==> config.mk <==
export PLATFORM = sky130hd
export DESIGN_NAME = compaction_chunk_table_flat
export DESIGN_NICKNAME = d
export VERILOG_FILES = /design/src/rtl/cct_pkg.sv /design/src/rtl/cct_if.sv /design/src/rtl/cct_ram.sv /design/src/rtl/cct_front.sv /design/src/rtl/cct_back.sv /design/src/rtl/compaction_chunk_table.sv /design/src/flat_wrapper.sv
export SDC_FILE = /design/constraint.sdc
export NUM_CORES = 2
export LEC_CHECK = 0
export BUFFER_PORTS_ARGS = -buffer_cell sky130_fd_sc_hd__buf_2
export CORE_UTILIZATION = 38
export CTS_BUF_LIST = sky130_fd_sc_hd__clkbuf_16
export CTS_CLUSTER_DIAMETER = 60
export DETAILED_ROUTE_END_ITERATION = 10
export PLACE_DENSITY = 0.57
export RECOVER_POWER = 50
export SETUP_SLACK_MARGIN = 0.02
export SYNTH_ARGS = -nofsm -noshare
export SYNTH_HDL_FRONTEND = slang
export SYNTH_SLANG_ARGS = --single-unit
==> constraint.sdc <==
create_clock -name clk -period 4.55 [get_ports clk]
set_clock_uncertainty 0.2 [all_clocks]
set_input_delay 0.6825 -clock clk [delete_from_list [all_inputs] [get_ports clk]]
set_output_delay 0.6825 -clock clk [all_outputs]
set_load 0.005 [all_outputs]
==> src/rtl/cct_pkg.sv <==
// Package for the compaction chunk table: action codes, queue entry and engine states.
// No dependencies.
`timescale 1ns / 1ps
package cct_pkg;
  typedef enum logic [1:0] {
    ACT_START = 2'd0,
    ACT_NOTE  = 2'd1,
    ACT_PLAN  = 2'd2,
    ACT_MAP   = 2'd3
  } action_t;

  typedef struct packed {
    action_t     action;
    logic [15:0] offset_value;
    logic [15:0] chunk_size;
    logic [15:0] heap_top;
  } cmd_t;

  typedef enum logic [3:0] {
    ST_IDLE,
    ST_SRCH_RD,
    ST_SRCH_CMP,
    ST_SHIFT_RD,
    ST_SHIFT_WR,
    ST_INS,
    ST_TAIL_RD,
    ST_TAIL_WAIT,
    ST_PLAN_RD,
    ST_PLAN_CMP,
    ST_MAP_RD,
    ST_MAP_WAIT,
    ST_DONE
  } state_t;
endpackage

==> src/rtl/cct_if.sv <==
// Valid/ready channel interfaces for the compaction chunk table.
// Depends on cct_pkg.
`timescale 1ns / 1ps
interface cct_in_if import cct_pkg::*; ();
  logic        valid;
  logic        ready;
  action_t     action;
  logic [15:0] offset_value;
  logic [15:0] chunk_size;
  logic [15:0] heap_top;
  modport source (output valid, action, offset_value, chunk_size, heap_top, input ready);
  modport sink (input valid, action, offset_value, chunk_size, heap_top, output ready);
endinterface

interface cct_out_if;
  logic        valid;
  logic        ready;
  logic [15:0] result_offset;
  logic        any_moved;
  logic        table_full;
  logic        inserted;
  modport source (output valid, result_offset, any_moved, table_full, inserted, input ready);
  modport sink (input valid, result_offset, any_moved, table_full, inserted, output ready);
endinterface

==> src/rtl/cct_ram.sv <==
// Generic single-port-write, one-read RAM with registered read data.
// No dependencies.
`timescale 1ns / 1ps
module cct_ram #(
  parameter int WIDTH = 16,
  parameter int DEPTH = 64
) (
  input  logic                     clk,
  input  logic                     we,
  input  logic [$clog2(DEPTH)-1:0] waddr,
  input  logic [WIDTH-1:0]         wdata,
  input  logic [$clog2(DEPTH)-1:0] raddr,
  output logic [WIDTH-1:0]         rdata
);
  logic [WIDTH-1:0] mem [DEPTH];

  always_ff @(posedge clk) begin
    if (we) begin
      mem[waddr] <= wdata;
    end
    rdata <= mem[raddr];
  end
endmodule

==> src/rtl/cct_front.sv <==
// Front end: accepts transfers and holds them in a two-entry command queue.
// Depends on cct_pkg and cct_if.
`timescale 1ns / 1ps
module cct_front import cct_pkg::*; (
  input  logic     clk,
  input  logic     rst_n,
  cct_in_if.sink   in_ch,
  output logic     cmd_valid,
  output cmd_t     cmd,
  input  logic     cmd_pop
);
  cmd_t       q_r [2];
  logic       rd_ptr_r, wr_ptr_r;
  logic [1:0] cnt_r;
  logic       push;

  assign in_ch.ready = (cnt_r != 2'd2);
  assign push        = in_ch.valid && in_ch.ready;
  assign cmd_valid   = (cnt_r != 2'd0);
  assign cmd         = q_r[rd_ptr_r];

  always_ff @(posedge clk) begin
    if (push) begin
      q_r[wr_ptr_r] <= '{in_ch.action, in_ch.offset_value, in_ch.chunk_size, in_ch.heap_top};
    end
    if (!rst_n) begin
      rd_ptr_r <= 1'b0;
      wr_ptr_r <= 1'b0;
      cnt_r    <= 2'd0;
    end else begin
      if (push) wr_ptr_r <= ~wr_ptr_r;
      if (cmd_pop) rd_ptr_r <= ~rd_ptr_r;
      cnt_r <= cnt_r + {1'b0, push} - {1'b0, cmd_pop};
    end
  end
endmodule

==> src/rtl/cct_back.sv <==
// Back end: sequencer over the entry RAMs that carries out start, note, plan and map.
// Depends on cct_pkg, cct_if and cct_ram.
`timescale 1ns / 1ps
module cct_back import cct_pkg::*; #(
  parameter int TABLE_ENTRIES = 64
) (
  input  logic     clk,
  input  logic     rst_n,
  input  logic     cmd_valid,
  input  cmd_t     cmd,
  output logic     cmd_pop,
  cct_out_if.source out_ch
);
  localparam int AW = $clog2(TABLE_ENTRIES);
  localparam int CW = $clog2(TABLE_ENTRIES + 1);
  localparam logic [CW-1:0] FULL = CW'(TABLE_ENTRIES);

  state_t      state_r, state_nxt;
  cmd_t        c_r;
  logic [CW-1:0] count_r, count_nxt, first_r, first_nxt;
  logic [CW-1:0] lo_r, lo_nxt, hi_r, hi_nxt, idx_r, idx_nxt;
  logic [15:0] wlow_r, wlow_nxt, whigh_r, whigh_nxt, top_r, top_nxt;
  logic [15:0] res_r, res_nxt;
  logic        moved_r, moved_nxt, ins_r, ins_nxt, ovalid_r, ovalid_nxt;
  logic        mov_phase_r, mov_phase_nxt;

  logic          we;
  logic [AW-1:0] waddr, raddr;
  logic [15:0]   wold, wsz, rold, rsz;
  logic          wold_en;
  logic [CW-1:0] mid, endc;
  logic          inwin;

  cct_ram #(.WIDTH(16), .DEPTH(TABLE_ENTRIES)) u_old (
    .clk(clk), .we(we && wold_en), .waddr(waddr), .wdata(wold), .raddr(raddr), .rdata(rold));
  cct_ram #(.WIDTH(16), .DEPTH(TABLE_ENTRIES)) u_sz (
    .clk(clk), .we(we), .waddr(waddr), .wdata(wsz), .raddr(raddr), .rdata(rsz));

  assign mid   = CW'(({1'b0, lo_r} + {1'b0, hi_r}) >> 1);
  assign inwin = (c_r.offset_value >= wlow_r) && (c_r.offset_value < whigh_r);
  assign endc  = (count_r == FULL) ? FULL : count_r + 1'b1;

  assign out_ch.valid         = ovalid_r;
  assign out_ch.result_offset = res_r;
  assign out_ch.any_moved     = moved_r;
  assign out_ch.table_full    = (count_r == FULL);
  assign out_ch.inserted      = ins_r;

  always_comb begin
    state_nxt = state_r;
    unique case (state_r)
      ST_IDLE: begin
        if (cmd_valid && !ovalid_r) begin
          unique case (cmd.action)
            ACT_START: state_nxt = ST_DONE;
            ACT_NOTE, ACT_MAP: state_nxt = ST_SRCH_RD;
            ACT_PLAN: state_nxt = ST_PLAN_RD;
            default: state_nxt = ST_DONE;
          endcase
        end
      end
      ST_SRCH_RD: begin
        if (!inwin) state_nxt = ST_DONE;
        else if (lo_r >= hi_r) begin
          if (c_r.action == ACT_MAP) state_nxt = (lo_r < count_r) ? ST_MAP_RD : ST_DONE;
          else if (lo_r >= FULL) state_nxt = ST_DONE;
          else if (endc > lo_r + 1'b1) state_nxt = ST_SHIFT_RD;
          else state_nxt = ST_INS;
        end else state_nxt = ST_SRCH_CMP;
      end
      ST_SRCH_CMP: state_nxt = ST_SRCH_RD;
      ST_SHIFT_RD: state_nxt = ST_SHIFT_WR;
      ST_SHIFT_WR: state_nxt = (idx_r - 1'b1 > lo_r + 1'b1) ? ST_SHIFT_RD : ST_INS;
      ST_INS: state_nxt = (count_r == FULL || count_r + 1'b1 == FULL) ? ST_TAIL_RD : ST_DONE;
      ST_TAIL_RD: state_nxt = ST_TAIL_WAIT;
      ST_TAIL_WAIT: state_nxt = ST_DONE;
      ST_PLAN_RD: state_nxt = (idx_r < count_r) ? ST_PLAN_CMP : ST_DONE;
      ST_PLAN_CMP: state_nxt = ST_PLAN_RD;
      ST_MAP_RD: state_nxt = ST_MAP_WAIT;
      ST_MAP_WAIT: state_nxt = ST_DONE;
      ST_DONE: state_nxt = ST_IDLE;
      default: state_nxt = ST_IDLE;
    endcase
  end

  always_comb begin
    count_nxt = count_r; first_nxt = first_r; lo_nxt = lo_r; hi_nxt = hi_r;
    idx_nxt = idx_r; wlow_nxt = wlow_r; whigh_nxt = whigh_r; top_nxt = top_r;
    res_nxt = res_r; moved_nxt = moved_r; ins_nxt = ins_r; ovalid_nxt = ovalid_r;
    mov_phase_nxt = mov_phase_r;
    cmd_pop = 1'b0; we = 1'b0; wold_en = 1'b1; waddr = '0; wold = '0; wsz = '0;
    raddr = AW'(mid);
    if (ovalid_r && out_ch.ready) ovalid_nxt = 1'b0;
    unique case (state_r)
      ST_IDLE: begin
        if (cmd_valid && !ovalid_r) begin
          cmd_pop = 1'b1;
          res_nxt = '0; moved_nxt = 1'b0; ins_nxt = 1'b0;
          lo_nxt = (first_r > count_r) ? count_r : first_r;
          hi_nxt = count_r;
          idx_nxt = '0; mov_phase_nxt = 1'b0;
          top_nxt = cmd.heap_top;
          if (cmd.action == ACT_START) begin
            wlow_nxt = cmd.offset_value; whigh_nxt = cmd.heap_top;
            count_nxt = '0; first_nxt = '0;
          end
          if (cmd.action == ACT_MAP) res_nxt = cmd.offset_value;
        end
      end
      ST_SRCH_RD: begin
        idx_nxt = endc;
      end
      ST_SRCH_CMP: begin
        if (rold < c_r.offset_value) lo_nxt = mid + 1'b1;
        else hi_nxt = mid;
      end
      ST_SHIFT_RD: begin
        raddr = AW'(idx_r - 2'd2);
      end
      ST_SHIFT_WR: begin
        we = 1'b1; waddr = AW'(idx_r - 1'b1); wold = rold; wsz = rsz;
        idx_nxt = idx_r - 1'b1;
      end
      ST_INS: begin
        we = 1'b1; waddr = AW'(lo_r); wold = c_r.offset_value; wsz = c_r.chunk_size;
        ins_nxt = 1'b1;
        if (count_r != FULL) count_nxt = count_r + 1'b1;
      end
      ST_TAIL_RD: raddr = AW'(FULL - 1'b1);
      ST_TAIL_WAIT: whigh_nxt = rold + rsz;
      ST_PLAN_RD: begin
        raddr = AW'(idx_r);
        if (idx_r >= count_r) begin
          res_nxt = top_r; moved_nxt = mov_phase_r;
          if (!mov_phase_r) begin
            first_nxt = idx_r; wlow_nxt = whigh_r;
          end
        end
      end
      ST_PLAN_CMP: begin
        idx_nxt = idx_r + 1'b1;
        if (!mov_phase_r && rold <= top_r) top_nxt = top_r + rsz;
        else begin
          if (!mov_phase_r) begin
            mov_phase_nxt = 1'b1; first_nxt = idx_r; wlow_nxt = rold;
          end
          we = 1'b1; wold_en = 1'b0; waddr = AW'(idx_r); wsz = top_r;
          top_nxt = top_r + rsz;
        end
      end
      ST_MAP_RD: raddr = AW'(lo_r);
      ST_MAP_WAIT: res_nxt = rsz;
      ST_DONE: ovalid_nxt = 1'b1;
      default: ;
    endcase
  end

  always_ff @(posedge clk) begin
    if (state_r == ST_IDLE && cmd_valid && !ovalid_r) c_r <= cmd;
    lo_r <= lo_nxt; hi_r <= hi_nxt; idx_r <= idx_nxt; top_r <= top_nxt;
    res_r <= res_nxt; moved_r <= moved_nxt; ins_r <= ins_nxt;
    mov_phase_r <= mov_phase_nxt;
    if (!rst_n) begin
      state_r <= ST_IDLE; count_r <= '0; first_r <= '0;
      wlow_r <= '0; whigh_r <= '0; ovalid_r <= 1'b0;
    end else begin
      state_r <= state_nxt; count_r <= count_nxt; first_r <= first_nxt;
      wlow_r <= wlow_nxt; whigh_r <= whigh_nxt; ovalid_r <= ovalid_nxt;
    end
  end
endmodule

==> src/rtl/compaction_chunk_table.sv <==
// Top level of the compaction chunk table: command queue front end and table engine.
// Depends on cct_pkg, cct_if, cct_front and cct_back.
//   channel | dir | fields
//   in      | in  | action, offset_value, chunk_size, heap_top
//   out     | out | result_offset, any_moved, table_full, inserted
// Start resets the window and the table count; note and map run a binary search, and note then shifts
// later entries up and reads the tail when it fills the table; plan walks every entry.
// The entry RAM port serializes the work, one item at a time.
// Reset is synchronous and active low; the entry RAMs are not cleared.
// A two-entry queue accepts up to two transfers while the engine or the output stalls.
`timescale 1ns / 1ps
module compaction_chunk_table import cct_pkg::*; #(
  parameter int TABLE_ENTRIES = 64
) (
  input  logic       clk,
  input  logic       rst_n,
  cct_in_if.sink     in_ch,
  cct_out_if.source  out_ch
);
  logic cmd_valid, cmd_pop;
  cmd_t cmd;

  cct_front u_front (.clk(clk), .rst_n(rst_n), .in_ch(in_ch),
    .cmd_valid(cmd_valid), .cmd(cmd), .cmd_pop(cmd_pop));

  cct_back #(.TABLE_ENTRIES(TABLE_ENTRIES)) u_back (.clk(clk), .rst_n(rst_n),
    .cmd_valid(cmd_valid), .cmd(cmd), .cmd_pop(cmd_pop), .out_ch(out_ch));
endmodule

==> src/flat_wrapper.sv <==
// flat-port wrapper written by rule: the top's interface ports become plain ports
module compaction_chunk_table_flat import cct_pkg::*;
#(
  parameter int TABLE_ENTRIES = 64
)
  (clk, rst_n, in_ch_valid, in_ch_action, in_ch_offset_value, in_ch_chunk_size, in_ch_heap_top, in_ch_ready, out_ch_valid, out_ch_result_offset, out_ch_any_moved, out_ch_table_full, out_ch_inserted, out_ch_ready);
  cct_in_if in_ch_i ();
  cct_out_if out_ch_i ();
  input  logic clk;
  input  logic rst_n;
  input wire logic [$bits(in_ch_i.valid)-1:0] in_ch_valid;
  input wire logic [$bits(in_ch_i.action)-1:0] in_ch_action;
  input wire logic [$bits(in_ch_i.offset_value)-1:0] in_ch_offset_value;
  input wire logic [$bits(in_ch_i.chunk_size)-1:0] in_ch_chunk_size;
  input wire logic [$bits(in_ch_i.heap_top)-1:0] in_ch_heap_top;
  output wire logic [$bits(in_ch_i.ready)-1:0] in_ch_ready;
  output wire logic [$bits(out_ch_i.valid)-1:0] out_ch_valid;
  output wire logic [$bits(out_ch_i.result_offset)-1:0] out_ch_result_offset;
  output wire logic [$bits(out_ch_i.any_moved)-1:0] out_ch_any_moved;
  output wire logic [$bits(out_ch_i.table_full)-1:0] out_ch_table_full;
  output wire logic [$bits(out_ch_i.inserted)-1:0] out_ch_inserted;
  input wire logic [$bits(out_ch_i.ready)-1:0] out_ch_ready;
  assign in_ch_i.valid = in_ch_valid;
  assign in_ch_i.action = in_ch_action;
  assign in_ch_i.offset_value = in_ch_offset_value;
  assign in_ch_i.chunk_size = in_ch_chunk_size;
  assign in_ch_i.heap_top = in_ch_heap_top;
  assign in_ch_ready = in_ch_i.ready;
  assign out_ch_valid = out_ch_i.valid;
  assign out_ch_result_offset = out_ch_i.result_offset;
  assign out_ch_any_moved = out_ch_i.any_moved;
  assign out_ch_table_full = out_ch_i.table_full;
  assign out_ch_inserted = out_ch_i.inserted;
  assign out_ch_i.ready = out_ch_ready;
  compaction_chunk_table #(.TABLE_ENTRIES(TABLE_ENTRIES)) u_core (.clk(clk), .rst_n(rst_n), .in_ch(in_ch_i), .out_ch(out_ch_i));
endmodule
# --- Yosys cells after proc, flatten, opt, wreduce, memory -nomap -nowiden ---
# Memories as Yosys holds them, arrays and structs flattened. A register that Yosys moved wholly into a read port is not among the register bits.
# Index checks and enable logic that the tools add are counted.
word_totals:
  reg_bits: 145
  mem_bits_rw: 2148
  out_inout_bits: 21
  wordCells: 189
  n_memories: 3
memory_table:
  columns: ["memory", "words", "word_bits", "rd", "rd_clocked_by_memory_dff", "wr", "line_no", "text"]
  rows:
  - ["u_core.u_back.u_old.mem", 64, 16, 1, 1, 1, "cct_ram.sv:15", "logic [WIDTH-1:0] mem [DEPTH];"]
  - ["u_core.u_back.u_sz.mem", 64, 16, 1, 1, 1, "cct_ram.sv:15", null]
  - ["u_core.u_front.q_r", 2, 50, 1, 1, 1, "cct_front.sv:12", "cmd_t q_r [2];"]
classes:
  n_addsub: 11
  magnitude_cmp: 12
  n_eq_ne: 29
  muxes: 74
  bitwise_logic: 2
  reduce_logical: 38
op_table:
  columns: ["operator", "n"]
  rows:
  - ["16-bit two-way mux", 13]
  - ["16-bit one-hot mux with 3 select lines", 3]
  - ["16-bit one-hot mux with 2 select lines", 3]
  - ["7-bit two-way mux", 13]
  - ["4-bit one-hot mux with 11 select lines", 1]
  - ["7-bit one-hot mux with 2 select lines", 3]
  - ["16-bit adder", 2]
  - ["16-bit less-than comparator", 2]
  - ["7-bit by 1-bit adder with 7-bit output, second input constant", 4]
  - ["7-bit one-hot mux with 4 select lines", 1]
  - ["4-bit two-way mux", 6]
  - ["6-bit one-hot mux with 4 select lines", 1]
  - ["7-bit > comparator", 3]
  - ["7-bit one-hot mux with 3 select lines", 1]
  - ["4-bit equality test, second input constant", 5]
  - ["2-bit inequality test, second input constant", 10]
  - ["1-bit two-way mux", 18]
  - ["6-bit one-hot mux with 3 select lines", 1]
  - ["3-bit AND reduction", 6]
  - ["4-bit by 3-bit equality test with 1-bit output, second input constant", 4]
  - ["16-bit greater-or-equal comparator", 1]
  - ["16-bit <= comparator", 1]
  - ["7-bit equality test, second input constant", 2]
  - ["7-bit greater-or-equal comparator", 2]
  - ["other kinds (30)", 60]

# --- Logic depth before layout (Yosys ltp) ---
logic_depth:
  word_depth: 9
  depth_mapped: 16

# --- Cells and area by module ---
# A second synthesis with hierarchy kept.
unflattened:
  hier_cells: 5171
  area_unflattened_um2: 95524.1
modules_own_cells:
  columns: ["module", "instances", "cells_each", "area_per_inst_um2", "seq_area_each_um2"]
  rows:
  - ["cct_ram", 2, 1829, 40042.2, 31069.8]
  - ["cct_back", 1, 1329, 11564.8, 3723.6]
  - ["cct_front", 1, 184, 3875.0, 3103.0]

# --- Worst setup path before layout ---
# Ideal clock, no wire load.
synth_timing:
  path_type: "register -> register"
  from: "register u_core.u_back.state_r[0]"
  to: "memory u_core.u_back.u_old.mem[0][15], data pin"
  arrival_time_ns: 3.553
  required_time_ns: 3.648
  path_slack_ns: 0.095
  path_stages_with_launch: 6
  path_buffers: 2
  synth_period_minus_slack_ns: 4.455
  cell_sequence: "dfxtp_1 -> buf_2 -> nor2b_1 -> nand3_1 -> clkbuf_1 -> o21ai_0"
synth_between:
  elab_chain_len: 2
  word_cells_on_any_way: 3
  cone_classes: "2 x eq/ne; 1 x mux"
synth_lines:
  columns: ["element", "line_no", "text"]
  rows:
  - ["start: declaration", "cct_back.sv:18", "state_t state_r, state_nxt;"]
  - ["start signal: assignment", "cct_back.sv:167", "state_r <= state_nxt; count_r <= count_nxt; first_r <= first_nxt;"]
  - ["4-bit by 3-bit equality test with 1-bit output", "cct_back.sv:94", "unique case (state_r)"]
  - ["16-bit one-hot mux with 2 select lines (*)", "cct_back.sv:94", null]
  - ["via u_core.u_back.u_old.wdata[15]", "cct_ram.sv:11", "input logic [WIDTH-1:0] wdata,"]
  - ["end: declaration", "cct_ram.sv:15", null]
# The timed path passes the listed nets; every way through them passes the cells marked *.

# --- Worst setup path in the final report ---
layout_timing:
  from: "register u_core.u_back.lo_r[0]"
  to: "register u_core.u_back.u_sz.rdata[7], read port of u_core.u_back.u_sz.mem"
layout_between:
  elab_chain_len: 2
layout_lines:
  columns: ["element", "line_no", "text"]
  rows:
  - ["start: declaration", "cct_back.sv:21", "logic [CW-1:0] lo_r, lo_nxt, hi_r, hi_nxt, idx_r, idx_nxt;"]
  - ["start signal: assignment", "cct_back.sv:160", "lo_r <= lo_nxt; hi_r <= hi_nxt; idx_r <= idx_nxt; top_r <= top_nxt;"]
  - ["7-bit by 7-bit adder with 8-bit output", "cct_back.sv:39", "assign mid = CW'(({1'b0, lo_r} + {1'b0, hi_r}) >> 1);"]
  - ["6-bit one-hot mux with 4 select lines (*)", "cct_back.sv:94", null]
  - ["end: declaration", "cct_ram.sv:13", "output logic [WIDTH-1:0] rdata"]
# Every way passes the cells marked *; elsewhere a longest branch is shown, timed or not.
# A chain may end at the register's enable or synchronous reset.

==> qor_table.md <==
| Metric | This run |
| --- | --- |
| Status | complete, but fails checks |
| Violations in the final reports | max-capacitance violations, max-slew violations |
| Ys Warns | 0 |
| Commonest non-fill, non-tap cells in the layout | sky130_fd_sc_hd__edfxtp_1 (2,238), sky130_fd_sc_hd__a211oi_1 (826), sky130_fd_sc_hd__mux2i_1 (538) |
| Buffer type at the clock tree root | sky130_fd_sc_hd__clkbuf_16 |
| Proportion of register bits with asynchronous set or reset after synthesis | 0 |
| Number of input and output port buffers inserted | 74 |
| Worst setup SP type | flip-flop |
| Startpoint of the lowest-slack register-to-register path | u_core.u_back.lo_r[0]$_DFFE_PP_ |
| Number of CTS-inserted buffers | 227 |
| Count of H-tree levels built during CTS | 4 |
| Unrepaired setup endpoints after global routing | true |
| Largest cells by area after synthesis | sky130_fd_sc_hd__edfxtp_1 (68%), sky130_fd_sc_hd__a211oi_1 (6.3%), sky130_fd_sc_hd__mux2i_1 (5.5%) |
| Die height | 511 um |
| Maxcap violations | 20 |
| Number of hold violations in the final report | 0 |
| Worst Hold Endpoint | u_core.u_back.wlow_r[0]$_SDFFE_PN0P_ |
| Number of stages on the worst hold path | 2 |
| Register area | 69,000 sq um |
| Class of the worst hold path | reg -> reg |
| Initial DRT Pass Iterations | 8 |
| Distinct cells, synth | 69 |
| Max stage delay cell, worst path | sky130_fd_sc_hd__fa_2 |
| Via count | 58,904 |
| RR Endpoint | u_core.u_back.u_sz.rdata[7]$_DFF_P_ |
| Final layout net count | 7,290 |
| RePlAce Congestion | 0.881 |
| Drt via density | 5.52 |
| Clock tree from TritonCTS | done |
| Clock sink count | 2,326 |
| Pin count of the biggest net entering global routing | 69 |
| Leading register cell type out of synthesis | sky130_fd_sc_hd__edfxtp_1 |
| Worst skew pair latency | 890 ps |
| Worst Hold Slack | 264 ps |
| Hold path startpoint | u_core.u_back.wlow_r[0]$_SDFFE_PN0P_ |
| Area of the die | 261,000 sq um |
| Area growth, synth to finish | 16.5% |
| Core outline area | 257,000 sq um |
| Minimum setup slack in the final design | 109 ps |
| Number of cells traversed by the worst register-to-register path | 12 |
| Post-Synthesis Cells | 6,625 |
| Dpl cell area | 107,000 sq um |
| Number of rows in the core area | 186 |
| Final critical delay including setup and external delays | 4440 ps |
| Fmax | 225 MHz |
| Type of the setup path with the least slack | reg -> reg |
| Slew HR | -0.992 |
| Multi-input gate area in the final layout | 26,900 sq um |
| Io pins | 75 |
| Proportion of layout cells with a drive suffix above 1 | 0.133 |
| Setup slack on the worst flop-to-flop path | 110 ps |
| Max incr delay on CP | 590 ps |
| Number of design rule violations left after detail routing | 0 |
| DR iter-0 viols | 5,954 |
| Crit path required time | 5080 ps |
| First-pass GRT wire length | 391 mm |
| Number of global-route vias before repair | 57,177 |
| Number of placed instances with taps included | 10,168 |
| Total half-perimeter wirelength after legalization and detailed placement | 172 mm |
| CP Cell Sequence | ha_1 -> fa_2 -> a21oi_1 -> a222oi_1 -> bufbuf_16 -> buf_4 -> buf_4 -> a211oi_1 -> a211oi_1 -> a21o_1 -> o22ai_1 -> nor4_2 |
| Share of synthesized area occupied by flip-flops and latches | 0.701 |
| Clock edge transition at the registers on the reported setup and hold paths | 60 ps |
| Final number of max-transition violations | 1,034 |
| Routed WL | 270 mm |
| Post-synth net total | 6,835 |
| Fillers | 22,489 |
| Area share of the largest cell type after synthesis | 0.683 |
| Post-route insts no fill | 10,665 |
| Leading cell type in the layout, fill and taps excluded | sky130_fd_sc_hd__edfxtp_1 |
| Die width | 511 um |
| Final Setup Violations | 0 |
| Mapped Area | 98,400 sq um |
| Non-Filler Cell Area, Final | 115,000 sq um |
| Overall global routing resource usage | 0.201 |
| Critical Path Sink Type | flip-flop |
| Worst slack, placed | -681 ps |
| Cell type contributing the most total cell area after synthesis | sky130_fd_sc_hd__edfxtp_1 |
| Slew @ Worst Pin | 2980 ps |
| Buffer depth of the longest clock path | 3 |
| Mean instance size in the synthesized netlist | 14.8 sq um |
| Final period utilization | 0.976 |
| Top fanout value on the critical path | 28 |
| Initial core utilization | 0.383 |
| Number of enable-type register cells in the synthesized netlist | 2,238 |
| FF+latch count, synth | 2,326 |
| Number of routed nets with antenna violations | 0 |
| Worst Path Arrival | 4970 ps |
| Number of antenna violations at the first check in global routing | 12 |
| GR Overflow Total | 0 |
| Average routed wire per standard cell | 25.3 um |
[cells by family (layout without fill, tap and decap cells)]
| kind of cell | count (synthesis) | after routing | share of synthesized area |
|---|---|---|---|
| adders and majority gates | 156 | 156 | 0.0201 |
| muxes | 574 | 574 | 0.0589 |
| buffers and inverters | 599 | 1247 | 0.0283 |
| xor gates and xnor gates | 56 | 56 | 0.00499 |
| AOI/OAI and AO/OA | 1854 | 1854 | 0.129 |
| and+or+nand+nor | 1060 | 1060 | 0.0580 |
| other | 0 | 8 | 0 |
| DFF | 2326 | 2326 | 0.701 |
[metrics by stage]
step / utilization / setup TNS, ps
2_1_floorplan: - / 0
3_3_place_gp: 0.414 / -2110
3_5_place_dp: 0.414 / -2540
4_1_cts: 0.446 / 0
5_1_grt: 0.445 / -8.47
6_report: 0.446 / 0
[layout make-up]
class / instances / area share
tap: 3384 / 0.0370
inverter: 151 / 0.00495
clock buffer: 232 / 0.0507
multi-input combinational: 3700 / 0.235
sequential: 2326 / 0.602
clock inverter: 190 / 0.0136
timing repair buffer: 674 / 0.0564
antenna: 8 / 0.000175
[flip-flops by register name, indices dropped and copies added, names as in the netlist, 16 cells and up, named ones only]
| signal | flops |
|---|---|
| u_core.u_back.c_r | 34 |
| u_core.u_back.out_ch.result_offset | 16 |
| u_core.u_back.top_r | 16 |
| u_core.u_back.u_old.mem | 1024 |
| u_core.u_back.u_old.rdata | 16 |
| u_core.u_back.u_sz.mem | 1024 |
| u_core.u_back.u_sz.rdata | 16 |
| u_core.u_back.whigh_r | 16 |
| u_core.u_back.wlow_r | 16 |
| u_core.u_front.q_r | 100 |
[Yosys cell counts (all sizes together) (4+ instances only)]
| cell type | number |
|---|---|
| edfxtp | 2238 |
| a211oi | 830 |
| mux2i | 538 |
| nor2b | 534 |
| a21oi | 382 |
| clkbuf | 294 |
| a21o | 286 |
| nor2 | 229 |
| buf | 154 |
| ha | 153 |
| inv | 150 |
| o22ai | 133 |
| nand2 | 117 |
| o21ai | 99 |
| dfxtp | 88 |
| mux2 | 36 |
| nor4 | 35 |
| xnor2 | 35 |
| nand3 | 33 |
| nor3 | 31 |
| a22oi | 22 |
| nand2b | 22 |
| xor2 | 21 |
| a222oi | 17 |
| nand4 | 15 |
| or3 | 14 |
| o21a | 12 |
| a31oi | 11 |
| a211o | 8 |
| and2 | 7 |
| a221oi | 5 |
| and3 | 5 |
| nand3b | 5 |
| o211a | 5 |
| o31ai | 5 |
| a2111oi | 4 |
| a21boi | 4 |
| a221o | 4 |
| nor3b | 4 |
| o211ai | 4 |
| or2 | 4 |
[how the worst max path moves through the flow]
| stage | endpoint | startpoint | cells after the start |
|---|---|---|---|
| CTS | u_core.u_back.u_sz.rdata[10]$_DFF_P_ | u_core.u_back.lo_r[0]$_DFFE_PP_ | 13 |
| global placement | u_core.u_back.u_old.rdata[8]$_DFF_P_ | u_core.u_back.lo_r[0]$_DFFE_PP_ | 13 |
| global route | u_core.u_back.u_sz.rdata[7]$_DFF_P_ | u_core.u_back.lo_r[0]$_DFFE_PP_ | 12 |
| floorplan | u_core.u_back.u_old.mem[0][15]$_DFFE_PP_ | u_core.u_back.state_r[0]$_SDFFE_PN0P_ | 5 |
| finish | u_core.u_back.u_sz.rdata[7]$_DFF_P_ | u_core.u_back.lo_r[0]$_DFFE_PP_ | 12 |
| detailed placement | u_core.u_back.u_old.rdata[8]$_DFF_P_ | u_core.u_back.lo_r[0]$_DFFE_PP_ | 13 |
[layer usage]
layer  part of all wire  vias up  track usage
li1                   -    26837            -
met4              0.029        4       0.0606
met1               0.46    29816        0.292
met5           0.000096        -            0
met3              0.061      384       0.0273
met2               0.45     1863        0.313
[what timing repair did]
item,in CTS,in global routing
hold buffers,54,0
gates cloned,1,2
hold endpoints to repair,105,0
buffers inserted,3,7
pin swaps,2,3
gates resized for setup,15,30
endpoints found under the setup margin,12,29
[critical path, delay by kind of cell (launching register included)]
family	cells	cell delay, ps
adder cells (fa/ha/maj)	2	830
flip-flops	1	400
AND/OR/NAND/NOR	1	460
AO/OA/AOI/OAI	6	1400
buffers and inverters	3	990
Power is not shown: default switching activity piles up to over one toggle a cycle in this logic, so the estimate is an artifact.
